--- src/hdl/adc_pkg.sv ---
`timescale 1ns / 1ps
// ----------------------------------------------------------------------------
// adc_pkg
// Types and codes shared by the automatic door controller modules.
// ----------------------------------------------------------------------------
package adc_pkg;

  localparam logic [2:0] ST_FROZEN  = 3'd0;
  localparam logic [2:0] ST_CLOSED  = 3'd1;
  localparam logic [2:0] ST_OPENING = 3'd2;
  localparam logic [2:0] ST_OPEN    = 3'd3;
  localparam logic [2:0] ST_WAITING = 3'd4;
  localparam logic [2:0] ST_CLOSING = 3'd5;

  localparam logic [1:0] MODE_REPAIR = 2'd0;
  localparam logic [1:0] MODE_AUTO   = 2'd1;
  localparam logic [1:0] MODE_MANUAL = 2'd2;
  localparam logic [1:0] MODE_FAULT  = 2'd3;

  localparam logic [2:0] DRIVE_OFF   = 3'd0;
  localparam logic [2:0] DRIVE_OPEN  = 3'd1;
  localparam logic [2:0] DRIVE_CLOSE = 3'd6;

  localparam logic [7:0] WAIT_TICKS_RESET = 8'd5;

  typedef struct packed {
    logic [2:0] door_state;
    logic [2:0] drive;
    logic [1:0] mode;
    logic [7:0] hold_count;
    logic       halt;
  } adc_state_t;

  typedef struct packed {
    logic [2:0] drive_word;
    logic [2:0] door_state;
    logic [1:0] mode;
    logic       halted;
  } adc_result_t;

endpackage

--- src/hdl/automatic_door_controller.sv ---
`timescale 1ns / 1ps
// ----------------------------------------------------------------------------
// automatic_door_controller
// Door state machine with mode switches, buttons, sensors and a wait timer.
// ----------------------------------------------------------------------------
// One sample is taken per clock while in_stall is low; its result is written
// to the result register, or to the skid register if the output is stalled.
// The state update is a single pass of next-state logic into the state
// registers. The two-entry output buffer takes one more sample while the
// output is stalled; throughput is one sample per clock with no output stall.
// wait_ticks may be written only while no transaction is in flight.
// ----------------------------------------------------------------------------
module automatic_door_controller (
  input  logic        clk,
  input  logic        rst,
  input  logic        cfg_we,
  input  logic [7:0]  cfg_data,
  input  logic        in_valid,
  output logic        in_stall,
  input  logic [11:0] input_bits,
  output logic        out_valid,
  input  logic        out_stall,
  output logic [2:0]  drive_word,
  output logic [2:0]  door_state,
  output logic [1:0]  mode,
  output logic        halted
);

  logic [7:0]           wait_ticks;
  adc_pkg::adc_state_t  state;
  adc_pkg::adc_state_t  state_next;
  adc_pkg::adc_result_t result_next;
  adc_pkg::adc_result_t out_data;
  adc_pkg::adc_result_t skid_data;
  logic                 skid_valid;
  logic                 accept;
  logic                 out_free;

  adc_next u_next (
    .cur        (state),
    .input_bits (input_bits),
    .wait_ticks (wait_ticks),
    .nxt        (state_next)
  );

  assign in_stall = skid_valid;
  assign accept   = in_valid && !skid_valid;
  assign out_free = !out_valid || !out_stall;

  assign result_next.drive_word = state_next.drive;
  assign result_next.door_state = state_next.door_state;
  assign result_next.mode       = state_next.mode;
  assign result_next.halted     = state_next.halt;

  always_ff @(posedge clk) begin
    if (rst) begin
      wait_ticks <= adc_pkg::WAIT_TICKS_RESET;
    end else if (cfg_we) begin
      wait_ticks <= cfg_data;
    end
  end

  always_ff @(posedge clk) begin
    if (rst) begin
      state.door_state <= adc_pkg::ST_CLOSED;
      state.drive      <= adc_pkg::DRIVE_CLOSE;
      state.mode       <= adc_pkg::MODE_REPAIR;
      state.hold_count <= '0;
      state.halt       <= 1'b0;
    end else if (accept) begin
      state <= state_next;
    end
  end

  // result register with skid stage
  always_ff @(posedge clk) begin
    if (rst) begin
      out_valid  <= 1'b0;
      skid_valid <= 1'b0;
    end else if (out_free) begin
      if (skid_valid) begin
        out_valid  <= 1'b1;
        skid_valid <= 1'b0;
      end else begin
        out_valid <= accept;
      end
    end else if (accept) begin
      skid_valid <= 1'b1;
    end
  end

  always_ff @(posedge clk) begin
    if (out_free) begin
      if (skid_valid) begin
        out_data <= skid_data;
      end else if (accept) begin
        out_data <= result_next;
      end
    end else if (accept) begin
      skid_data <= result_next;
    end
  end

  assign drive_word = out_data.drive_word;
  assign door_state = out_data.door_state;
  assign mode       = out_data.mode;
  assign halted     = out_data.halted;

endmodule

--- src/hdl/adc_next.sv ---
`timescale 1ns / 1ps
// ----------------------------------------------------------------------------
// adc_next
// Next-state logic of the door controller for one input sample.
// ----------------------------------------------------------------------------
module adc_next (
  input  adc_pkg::adc_state_t cur,
  input  logic [11:0]         input_bits,
  input  logic [7:0]          wait_ticks,
  output adc_pkg::adc_state_t nxt
);

  logic s1, s2;
  logic e1, e2, e3, e4;
  logic x0, x1, x2, x3, x4, x5;
  logic reopen;

  assign s1 = input_bits[0];
  assign s2 = input_bits[1];
  assign e1 = input_bits[2];
  assign e2 = input_bits[3];
  assign e3 = input_bits[4];
  assign e4 = input_bits[5];
  assign x0 = input_bits[6];
  assign x1 = input_bits[7];
  assign x2 = input_bits[8];
  assign x3 = input_bits[9];
  assign x4 = input_bits[10];
  assign x5 = input_bits[11];

  always_comb begin
    nxt    = cur;
    reopen = 1'b0;
    if (!cur.halt) begin
      priority if (s1 && !s2) begin
        nxt.mode       = adc_pkg::MODE_REPAIR;
        nxt.door_state = adc_pkg::ST_FROZEN;
        nxt.drive      = adc_pkg::DRIVE_OFF;
      end else if (s1 && s2) begin
        nxt.mode       = adc_pkg::MODE_FAULT;
        nxt.door_state = adc_pkg::ST_FROZEN;
        nxt.drive      = adc_pkg::DRIVE_OFF;
        nxt.halt       = 1'b1;
      end else begin
        // automatic for s2 set, manual otherwise
        nxt.mode = s2 ? adc_pkg::MODE_AUTO : adc_pkg::MODE_MANUAL;
        reopen   = s2 ? (!x2 || !x3 || !x5) : (!x5 || !e1 || !e3);
        unique case (cur.door_state)
          adc_pkg::ST_FROZEN: begin
            if (x0 && x1 && x4) begin
              nxt.door_state = adc_pkg::ST_OPENING;
            end else if (!x0 && x1 && !x4) begin
              nxt.door_state = adc_pkg::ST_CLOSED;
            end else if (x0 && !x1 && x4) begin
              nxt.door_state = adc_pkg::ST_OPEN;
            end
          end
          adc_pkg::ST_CLOSED: begin
            if (s2 ? (!x2 || !x3) : (!e1 || !e3)) begin
              nxt.door_state = adc_pkg::ST_OPENING;
            end
          end
          adc_pkg::ST_OPENING: begin
            if (!x1 && x0) begin
              nxt.door_state = adc_pkg::ST_OPEN;
            end else begin
              nxt.drive = adc_pkg::DRIVE_OPEN;
            end
          end
          adc_pkg::ST_OPEN: begin
            if (s2) begin
              nxt.door_state = adc_pkg::ST_WAITING;
              nxt.hold_count = '0;
            end else if (!e2 || !e4) begin
              nxt.door_state = adc_pkg::ST_CLOSING;
            end
          end
          adc_pkg::ST_WAITING: begin
            if (!s2) begin
              nxt.door_state = adc_pkg::ST_OPEN;
            end else if (cur.hold_count >= wait_ticks) begin
              nxt.door_state = adc_pkg::ST_CLOSING;
            end else begin
              nxt.hold_count = cur.hold_count + 8'd1;
            end
          end
          adc_pkg::ST_CLOSING: begin
            if (reopen) begin
              nxt.drive      = adc_pkg::DRIVE_OPEN;
              nxt.door_state = adc_pkg::ST_OPENING;
            end else if (!x0 && x1 && !x4) begin
              nxt.door_state = adc_pkg::ST_CLOSED;
            end else begin
              nxt.drive = adc_pkg::DRIVE_CLOSE;
            end
          end
          default: begin
          end
        endcase
      end
    end
  end

endmodule
--- config.mk ---
export PLATFORM = sky130hd
export DESIGN_NAME = automatic_door_controller
export DESIGN_NICKNAME = d
export VERILOG_FILES = /design/src/hdl/adc_pkg.sv /design/src/hdl/automatic_door_controller.sv /design/src/hdl/adc_next.sv
export SDC_FILE = /design/constraint.sdc
export NUM_CORES = 1
export LEC_CHECK = 0
export BUFFER_PORTS_ARGS = -buffer_cell sky130_fd_sc_hd__buf_2
export CORE_AREA = 3 3 76 78
export CTS_CLUSTER_DIAMETER = 120
export DETAILED_ROUTE_END_ITERATION = 8
export DIE_AREA = 0 0 79 81
export PLACE_DENSITY_LB_ADDON = 0.3
export SLEW_MARGIN = 20
export SYNTH_ARGS = -nofsm -noshare
export SYNTH_HDL_FRONTEND = slang
export SYNTH_SLANG_ARGS = --single-unit
--- constraint.sdc ---
create_clock -name clk -period 3 [get_ports clk]
set_clock_uncertainty 0.05 [all_clocks]
set_input_delay 0.3 -clock clk [delete_from_list [all_inputs] [get_ports clk]]
set_output_delay 0.3 -clock clk [all_outputs]
set_load 0.01 [all_outputs]
==> flow_summary_export.csv, run 1 <==
group,metric,value,unit
detailed_routing,ant_nets,0,
cts,clock_sinks,45,
detailed_routing,wire_per_inst,14.40,um
placed_design,placement.io_buffers,35,
logic_synthesis,avgSynthCellArea,9.652,um2
timing,finalCritPeriodShare,83.18,%
cts,htreeDepth,2,
cts,cts_resized,0,
detailed_routing,dr.pass1.iters,4,
setup_path,crit_chain,"inv_1, ha_1, nand2b_4, a2111oi_4, o21bai_4, a2111oi_2, mux2_2",
timing,fmax,400.8,MHz
logic_synthesis,synth_flop_cell,"dfxtp_1",
cts,cts.clk_slew.worst_paths,0.09,ns
global_routing,grt_max_degree,19,
setup_path,end_kind,"register",
hold_path,hp-class,"in -> reg",
finish,finalNetCount,334,
timing,relSlewSlack,39.71,%
global_routing,grt_pass1_wl,9218,um
setup_path,slowest_stage,"a2111oi_4",
logic_synthesis,syn_area,2567,um2
cts,ctsHoldBuffers,0,
logic_synthesis,syn_nets,302,
logic_synthesis,synth.top_cell.area_share,21.05,%
power_and_ir_drop,ir_worst_vdd,233.9,uV
logic_synthesis,ys_warn_count,0,
timing,setup_viol,0,
finish,drive_above_1_share,21.74,%
finish,fin_cells,369,
global_routing,overflow,0,
detailed_routing,drc,0,
logic_synthesis,yosys-top-cells-area,"dfxtp_1, edfxtp_1, ha_1",
detailed_routing,drt_iter0_drc,175,
logic_synthesis,ys_seq_area_share,42.11,%
detailed_routing,top_layer_used,"met4",
floorplanning,die_area,6399,um2
detailed_routing,wl_met3,207,um
cts,cts_setup_buffers,0,
cts,cts_tree,"yes",
detailed_routing,vias_per_cell,5.710,
logic_synthesis,postSynthCellCount,266,
global_routing,antenna_found_initial,0,
timing,hold_viol_final,0,
placed_design,dp_hpwl,3938,um
cts,numCtsBuffers,5,
setup_path,cpPeakStageDelay,0.47,ns
detailed_routing,routed_wirelength,5314,um
cts,cts_root_buf,"clkbuf_8",
setup_path,criticalPathCategory,"reg -> reg",
timing,period_minus_slack,2.495,ns
placed_design,routabilityCongestion,0.8235,
floorplanning,die_w,79,um
logic_synthesis,async_flop_share,0,%
floorplanning,ios,36,
timing,drv_slew,0,
setup_path,crit_path_max_fanout,8,
finish,antennaDiodeCount,0,
power_and_ir_drop,power,0.001337,W
floorplanning,fp.dieH,81,um
detailed_routing,wl_met2,2649,um
setup_path,crit_buf_inv,1,
cts,clk_path_buf_depth,2,
logic_synthesis,synthDistinctLibCells,59,
logic_synthesis,synth_area_leader_cell,"dfxtp_1",
timing,rsz0062_at_grt,"no",
placed_design,placed_cells,361,
flow_run,cap_violations,0,
setup_path,worstPathRequired,3.15,ns
logic_synthesis,synth_edf_count,18,
floorplanning,initial_utilization,49.95,%
setup_path,cp_top_family,"compound AO/OA/AOI/OAI gates",
detailed_routing,vias,2107,
global_routing,track_usage,18.07,%
timing,holdWs,0.1725,ns
detailed_routing,met1_length,2315,um
logic_synthesis,synth_seq_cells,45,
floorplanning,core,5140,um2
finish,syn_to_final_growth,12.38,%
setup_path,startpoint_type,"register",
cts,worstSkewPairLatency,0.30,ns
power_and_ir_drop,p_leak,1.175,nW
status,outcome,"completed",
timing,setup_tns,0,ns
power_and_ir_drop,p_per_area,463.5,nW/um2
floorplanning,rows,26,
timing,worstMarginPinSlew,0.9044,ns
global_routing,first_global_vias,2063,
setup_path,arrival,2.64,ns
==> cell usage in the layout (no fill, tap or decap), drive strengths merged, types with 3 or more instances in the layout <==
| cell type | netlist | final |
|---|---|---|
| edfxtp | 18 | 18 |
| nor2 | 27 | 27 |
| buf | 3 | 37 |
| a2111o | 3 | 3 |
| nor2b | 3 | 3 |
| dfxtp | 27 | 27 |
| o31ai | 5 | 5 |
| nand3 | 5 | 5 |
| nand4 | 5 | 5 |
| or3 | 3 | 3 |
| and3b | 3 | 3 |
| nand2 | 19 | 19 |
| o21ai | 9 | 9 |
| clkbuf | 9 | 5 |
| inv | 18 | 19 |
| nor3b | 3 | 3 |
| mux2 | 8 | 8 |
| nand2b | 5 | 5 |
| a21oi | 24 | 24 |
| a31oi | 4 | 4 |
| mux2i | 9 | 9 |
| ha | 11 | 11 |
| nor3 | 4 | 4 |
| and2 | 6 | 6 |
==> Yosys cell counts, drive strengths merged (3+ instances only) <==
master / n
dfxtp: 27
o21ai: 9
buf: 3
and2: 6
a31oi: 4
mux2: 8
nand2b: 5
ha: 11
a2111o: 3
or3: 3
nand3: 5
mux2i: 9
edfxtp: 18
nand2: 19
nand4: 5
o31ai: 5
inv: 18
nor2: 27
clkbuf: 9
nor3b: 3
and3b: 3
nor3: 4
a21oi: 24
nor2b: 3
==> through the flow <==
step / utilization [%] / instance area (um2) / setup slack [ns]
after floorplan: - / 2567 / 0.6663
after global placement: 54.31 / 2791 / 0.5875
after detailed placement: 54.31 / 2791 / 0.5061
after CTS: 56.13 / 2885 / 0.4978
after global routing: 56.13 / 2885 / 0.2982
final: 56.13 / 2885 / 0.5048
==> path summary, 6_finish.rpt <==
kind / start / to / slack, ns / depth (start not counted)
setup reg to reg: state[1] / state[6] / 0.50 / 7
setup / recovery: state[1] / state[6] / 0.50 / 7
hold reg to reg: wait_ticks[2] / wait_ticks[2] / 0.44 / 2
hold / removal: cfg_data[2] / wait_ticks[2] / 0.17 / 3
==> metal layers <==
| layer | up-vias | global-route usage (%) |
|---|---|---|
| met5 | - | 0 |
| met3 | 16 | 3.437 |
| met2 | 62 | 31.57 |
| met1 | 976 | 21.44 |
| li1 | 1053 | - |
| met4 | 0 | 8.591 |
==> registers in the layout, summed over array words and instances (netlist names) <==
signal	cells
state	17
out_valid	1
drive_word	3
wait_ticks	8
mode	2
in_stall	1
halted	1
door_state	3
skid_data	9
==> cell families (layout without fill, tap and decap cells) <==
family	Yosys count	after routing	share of synthesized area (%)
and+or+nand+nor	91	91	19.40
AOI/OAI and AO/OA	71	71	21.25
DFF	45	45	42.11
buffers and inverters	31	64	4.873
muxes	17	17	7.018
adders and majority gates	11	11	5.361
==> report_power, final <==
| part | switching, W | total (W) | internal, W |
|---|---|---|---|
| Combinational | 0.000135 | 0.000237 | 0.000102 |
| Clock | 0.000218 | 0.000386 | 0.000168 |
| Sequential | 0.0000328 | 0.000714 | 0.000681 |
==> worst register-to-register path: stages, from the launching register on <==
cell and delay (ns):
dfxtp_1 0.41, inv_1 0.08, ha_1 0.30, nand2b_4 0.15, a2111oi_4 0.47, o21bai_4 0.18
a2111oi_2 0.39, mux2_2 0.37
==> layout make-up <==
class | instances | area (um2)
fill | 492 | 2255
multi-input combinational | 190 | 1361
sequential | 45 | 1081
timing repair buffer | 37 | 190.2
tap | 70 | 87.58
inverter | 19 | 71.32
clock buffer | 5 | 68.82
clock inverter | 3 | 25.02
(Power assumes the default switching activity.)
==> run 2: changes to the inputs <==
==> constraint.sdc (replaced) <==
create_clock -name clk -period 2.3 [get_ports clk]
set_clock_uncertainty 0.05 [all_clocks]
set_input_delay 0.23 -clock clk [delete_from_list [all_inputs] [get_ports clk]]
set_output_delay 0.23 -clock clk [all_outputs]
set_load 0.01 [all_outputs]
==> flow_summary_export.csv, run 2 (synthesis results as in run 1) <==
group,metric,value,unit
power_and_ir_drop,power,0.001872,W
floorplanning,ios,36,
detailed_routing,drc,0,
timing,rsz0062_at_grt,"no",
cts,numCtsBuffers,5,
finish,multiInputGateArea,1380,um2
finish,drive_above_1_share,25.88,%
floorplanning,core,5140,um2
timing,fmax,465.2,MHz
timing,period_minus_slack,2.150,ns
finish,design_area,3032,um2
placed_design,routabilityCongestion,0.8399,
placed_design,placement.io_buffers,35,
cts,cts_root_buf,"clkbuf_8",
cts,cts_tree,"yes",
finish,finalNetCount,348,
timing,setup_viol,0,
finish,fillers,467,
hold_path,hp-class,"in -> reg",
finish,antennaDiodeCount,0,
power_and_ir_drop,p_leak,1.256,nW
setup_path,criticalPathCategory,"reg -> reg",
timing,finalCritPeriodShare,93.47,%
floorplanning,rows,26,
cts,clock_sinks,45,
timing,hold_viol_final,0,
power_and_ir_drop,ir_worst_vdd,427.1,uV
finish,layout_common_cells,"buf_2, nor2_1, dfxtp_1, a21oi_1, nand2_1",
flow_run,cap_violations,0,
global_routing,overflow,0,
status,outcome,"completed",
global_routing,grt_pass1_wl,9432,um
finish,largest_register_ffs,17,
finish,mostFrequentLayoutCell,"buf_2",
finish,reg_top3,"state x17, skid_data x9, wait_ticks x8",
detailed_routing,wire_per_inst,14.42,um
detailed_routing,vias,2143,
floorplanning,die_area,6399,um2
timing,drv_slew,0,
finish,top_register,"state",
setup_path,startpoint_type,"register",
detailed_routing,drt_iter0_drc,191,
floorplanning,initial_utilization,49.95,%
placed_design,placed_cell_area,2897,um2
global_routing,grt_max_degree,19,
finish,seq_area,1082,um2
finish,fin_cells,383,
global_routing,antenna_found_initial,0,
detailed_routing,dr.pass1.iters,4,
detailed_routing,ant_nets,0,
setup_path,crit_path_max_fanout,2,
detailed_routing,vias_per_cell,5.595,
global_routing,first_global_vias,2079,
power_and_ir_drop,p_per_area,617.5,nW/um2
setup_path,worstPathRequired,2.45,ns
cts,worstSkewPairLatency,0.31,ns
floorplanning,die_w,79,um
setup_path,end_kind,"register",
finish,syn_to_final_growth,18.08,%
cts,htreeDepth,2,
cts,cts.clk_slew.worst_paths,0.09,ns
timing,holdWs,0.09382,ns
placed_design,placed_cells,375,
timing,setup_tns,0,ns
setup_path,arrival,2.30,ns
placed_design,dp_hpwl,4143,um
cts,clk_path_buf_depth,2,
global_routing,track_usage,18.73,%
timing,relSlewSlack,73.60,%
setup_path,rrSetupSlack,0.15,ns
floorplanning,fp.dieH,81,um
detailed_routing,routed_wirelength,5523,um
timing,worstMarginPinSlew,0.3955,ns
run 2: repair_timing:
item,CTS,global route
buffers inserted,0,0
endpoints found under the hold margin,0,0
hold buffers,0,0
resized for setup,0,3
setup endpoints to repair,0,4
run 2: power breakdown:
| group | leakage [nW] | internal, W | switching, W | total (W) |
|---|---|---|---|---|
| Clock | 0.0543 | 0.000325 | 0.000289 | 0.000614 |
| Combinational | 0.808 | 0.000148 | 0.000185 | 0.000334 |
| Sequential | 0.394 | 0.000888 | 0.0000365 | 0.000925 |
| Total | 1.26 | 0.00136 | 0.000511 | 0.00187 |
run 2: critical path: stages (launching register included):
cell       delay, ns
dfxtp_2         0.34
inv_1           0.05
ha_1            0.26
nand2b_4        0.15
a2111oi_4       0.36
buf_4           0.18
nor3b_2         0.05
nor4_2          0.27
mux2_2          0.35
run 2: cell type report:
type / count / area share, %
repair buffers: 51 / 9.740
inverters: 19 / 2.352
clock inverters: 3 / 1.527
clock buffers: 5 / 2.270
well taps: 70 / 2.889
multi-input cells: 190 / 45.52
flip-flops and latches: 45 / 35.70
run 2: worst paths after layout:
kind | startpoint | end | cells past startpoint
worst max-delay path | state[1] | state[7] | 8
worst min-delay path | cfg_data[0] | wait_ticks[0] | 3
worst max register to register | state[1] | state[7] | 8
worst min register to register | state[13] | state[13] | 2
run 2: per-layer routing:
layer / share of wire [%] / routed length, um / GRT usage, % / vias to the layer above
met5: 0 / 0 / 0 / -
met4: 1.9 / 104 / 7.388 / 0
met3: 6.0 / 334 / 5.432 / 12
met2: 50 / 2762 / 32.49 / 63
met1: 42 / 2321 / 21.87 / 998
li1: - / - / - / 1070
run 2: stage by stage:
| step | setup WS, ns | utilization, % |
|---|---|---|
| global placement | 0.1254 | 56.35 |
| finish | 0.1502 | 58.98 |
| global route | 0.01223 | 58.98 |
| detailed placement | 0.09173 | 56.35 |
| CTS | 0.07063 | 58.59 |
| floorplan | 0.01903 | - |
==> run 3: changes to the inputs <==
==> constraint.sdc (replaced) <==
create_clock -name clk -period 2.3 [get_ports clk]
set_clock_uncertainty 0.05 [all_clocks]
set_input_delay 0.46 -clock clk [delete_from_list [all_inputs] [get_ports clk]]
set_output_delay 0.46 -clock clk [all_outputs]
set_load 0.01 [all_outputs]
==> flow_summary_export.csv, run 3 (synthesis results as in run 1) <==
group,metric,value,unit
status,outcome,"completed",
timing,finalCritPeriodShare,97.39,%
finish,layout_common_cells,"buf_2, nor2_1, dfxtp_1, a21oi_1, nand2_1",
detailed_routing,vias,2131,
floorplanning,core,5140,um2
timing,period_minus_slack,2.240,ns
cts,cts_root_buf,"clkbuf_8",
finish,syn_to_final_growth,18.23,%
timing,worstMarginPinSlew,0.4939,ns
finish,design_area,3035,um2
setup_path,end_kind,"register",
detailed_routing,ant_nets,0,
setup_path,crit_chain,"inv_1, ha_1, nand2b_4, a2111oi_4, buf_4, nor3b_2, nor4_2, mux2_2",
floorplanning,rows,26,
cts,ctsHoldBuffers,0,
cts,cts_tree,"yes",
finish,seq_area,1084,um2
finish,fin_cells,384,
floorplanning,initial_utilization,49.95,%
setup_path,crit_path_max_fanout,2,
flow_run,cap_violations,0,
detailed_routing,drt_iter0_drc,285,
finish,top_register,"state",
setup_path,worstReg2RegStart,"state[1]",
timing,fmax,446.4,MHz
finish,antennaDiodeCount,0,
setup_path,rrSetupSlack,0.06,ns
timing,relSlewSlack,67.03,%
detailed_routing,wl_met2,2975,um
finish,largest_register_ffs,17,
setup_path,startpoint_type,"register",
global_routing,first_global_vias,2075,
detailed_routing,vias_per_cell,5.549,
setup_path,reg2regPathDepth,8,
floorplanning,ios,36,
global_routing,track_usage,18.93,%
detailed_routing,wire_per_inst,14.79,um
timing,drv_slew,0,
floorplanning,die_area,6399,um2
floorplanning,die_w,79,um
setup_path,crit_end,"state[7]",
global_routing,grt_max_degree,18,
power_and_ir_drop,p_leak,1.260,nW
placed_design,placed_cells,376,
power_and_ir_drop,p_per_area,615.3,nW/um2
finish,finalNetCount,349,
detailed_routing,met1_length,2316,um
setup_path,cpPeakStageDelay,0.37,ns
setup_path,slowest_stage,"mux2_2",
finish,mostFrequentLayoutCell,"buf_2",
cts,htreeDepth,2,
detailed_routing,dr.pass1.iters,4,
timing,setup_viol,0,
finish,drive_above_1_share,26.75,%
setup_path,cp-startpoint,"state[1]",
global_routing,overflow,0,
timing,hold_viol_final,0,
cts,clock_sinks,45,
placed_design,placed_cell_area,2904,um2
setup_path,criticalPathCategory,"reg -> reg",
placed_design,placement.io_buffers,35,
finish,reg_top3,"state x17, skid_data x9, wait_ticks x8",
placed_design,routabilityCongestion,0.8618,
power_and_ir_drop,ir_worst_vdd,503.0,uV
cts,worstSkewPairLatency,0.30,ns
finish,fillers,483,
detailed_routing,routed_wirelength,5681,um
placed_design,dp_hpwl,4265,um
detailed_routing,drc,0,
hold_path,hp-class,"in -> reg",
floorplanning,fp.dieH,81,um
detailed_routing,wl_met3,255,um
global_routing,antenna_found_initial,0,
detailed_routing,top_layer_used,"met4",
finish,multiInputGateArea,1375,um2
cts,cts.clk_slew.worst_paths,0.09,ns
setup_path,arrival,2.38,ns
cts,numCtsBuffers,5,
setup_path,worstPathRequired,2.44,ns
timing,setup_tns,0,ns
setup_path,r2r_end,"state[7]",
cts,clk_path_buf_depth,2,
global_routing,grt_pass1_wl,9577,um
run 3: worst min path at each step:
| stage | startpoint | cells past startpoint | to |
|---|---|---|---|
| final | cfg_data[0] | 3 | wait_ticks[0] |
| after global routing | cfg_data[0] | 3 | wait_ticks[0] |
| after global placement | state[13] | 2 | state[13] |
| after floorplan | state[13] | 2 | state[13] |
| after CTS | cfg_data[0] | 3 | wait_ticks[0] |
| after detailed placement | state[13] | 2 | state[13] |
run 3: repair_timing:
action | in CTS | in global routing
resized for setup | 0 | 5
buffers inserted | 0 | 0
endpoints found under the hold margin | 0 | 0
setup endpoints to repair | 0 | 4
run 3: worst max-delay path: cells and delay by family (launching register included):
kind,cells,cell delay [ns]
buf+inv,2,0.24
simple gates,3,0.52
flops,1,0.33
fa+ha+maj,1,0.26
compound gates,1,0.36
mux,1,0.37
run 3: report_power, final:
part | internal [W] | leakage [nW] | switching (W)
clock | 0.000325 | 0.0543 | 0.000280
sequential | 0.000888 | 0.394 | 0.0000366
combinational | 0.000148 | 0.811 | 0.000189
run 3: area by class of cell:
| class | instances | area share, % |
|---|---|---|
| multi-input cells | 190 | 45.30 |
| flip-flops and latches | 45 | 35.70 |
| repair buffers | 52 | 9.975 |
| well taps | 70 | 2.885 |
| inverters | 19 | 2.350 |
| clock buffers | 5 | 2.267 |
| clock inverters | 3 | 1.525 |
run 3: metal layers:
metal,track usage [%],up-vias
li1,-,1078
met1,21.60,991
met2,34.68,52
met3,3.769,10
met4,7.560,0
met5,0,-
run 3: stage by stage:
step | worst slack, ns | hold slack, ns | utilization (%) | power (W)
6_report | 0.05999 | 0.3310 | 59.06 | 0.001868
2_1_floorplan | 0.01903 | 0.3923 | - | 0.001170
5_1_grt | -0.05579 | 0.3416 | 59.06 | 0.001955
3_5_place_dp | 0.03596 | 0.4092 | 56.50 | 0.001279
4_1_cts | 0.008062 | 0.3231 | 58.74 | 0.001880
3_3_place_gp | 0.05947 | 0.4096 | 56.50 | 0.001270
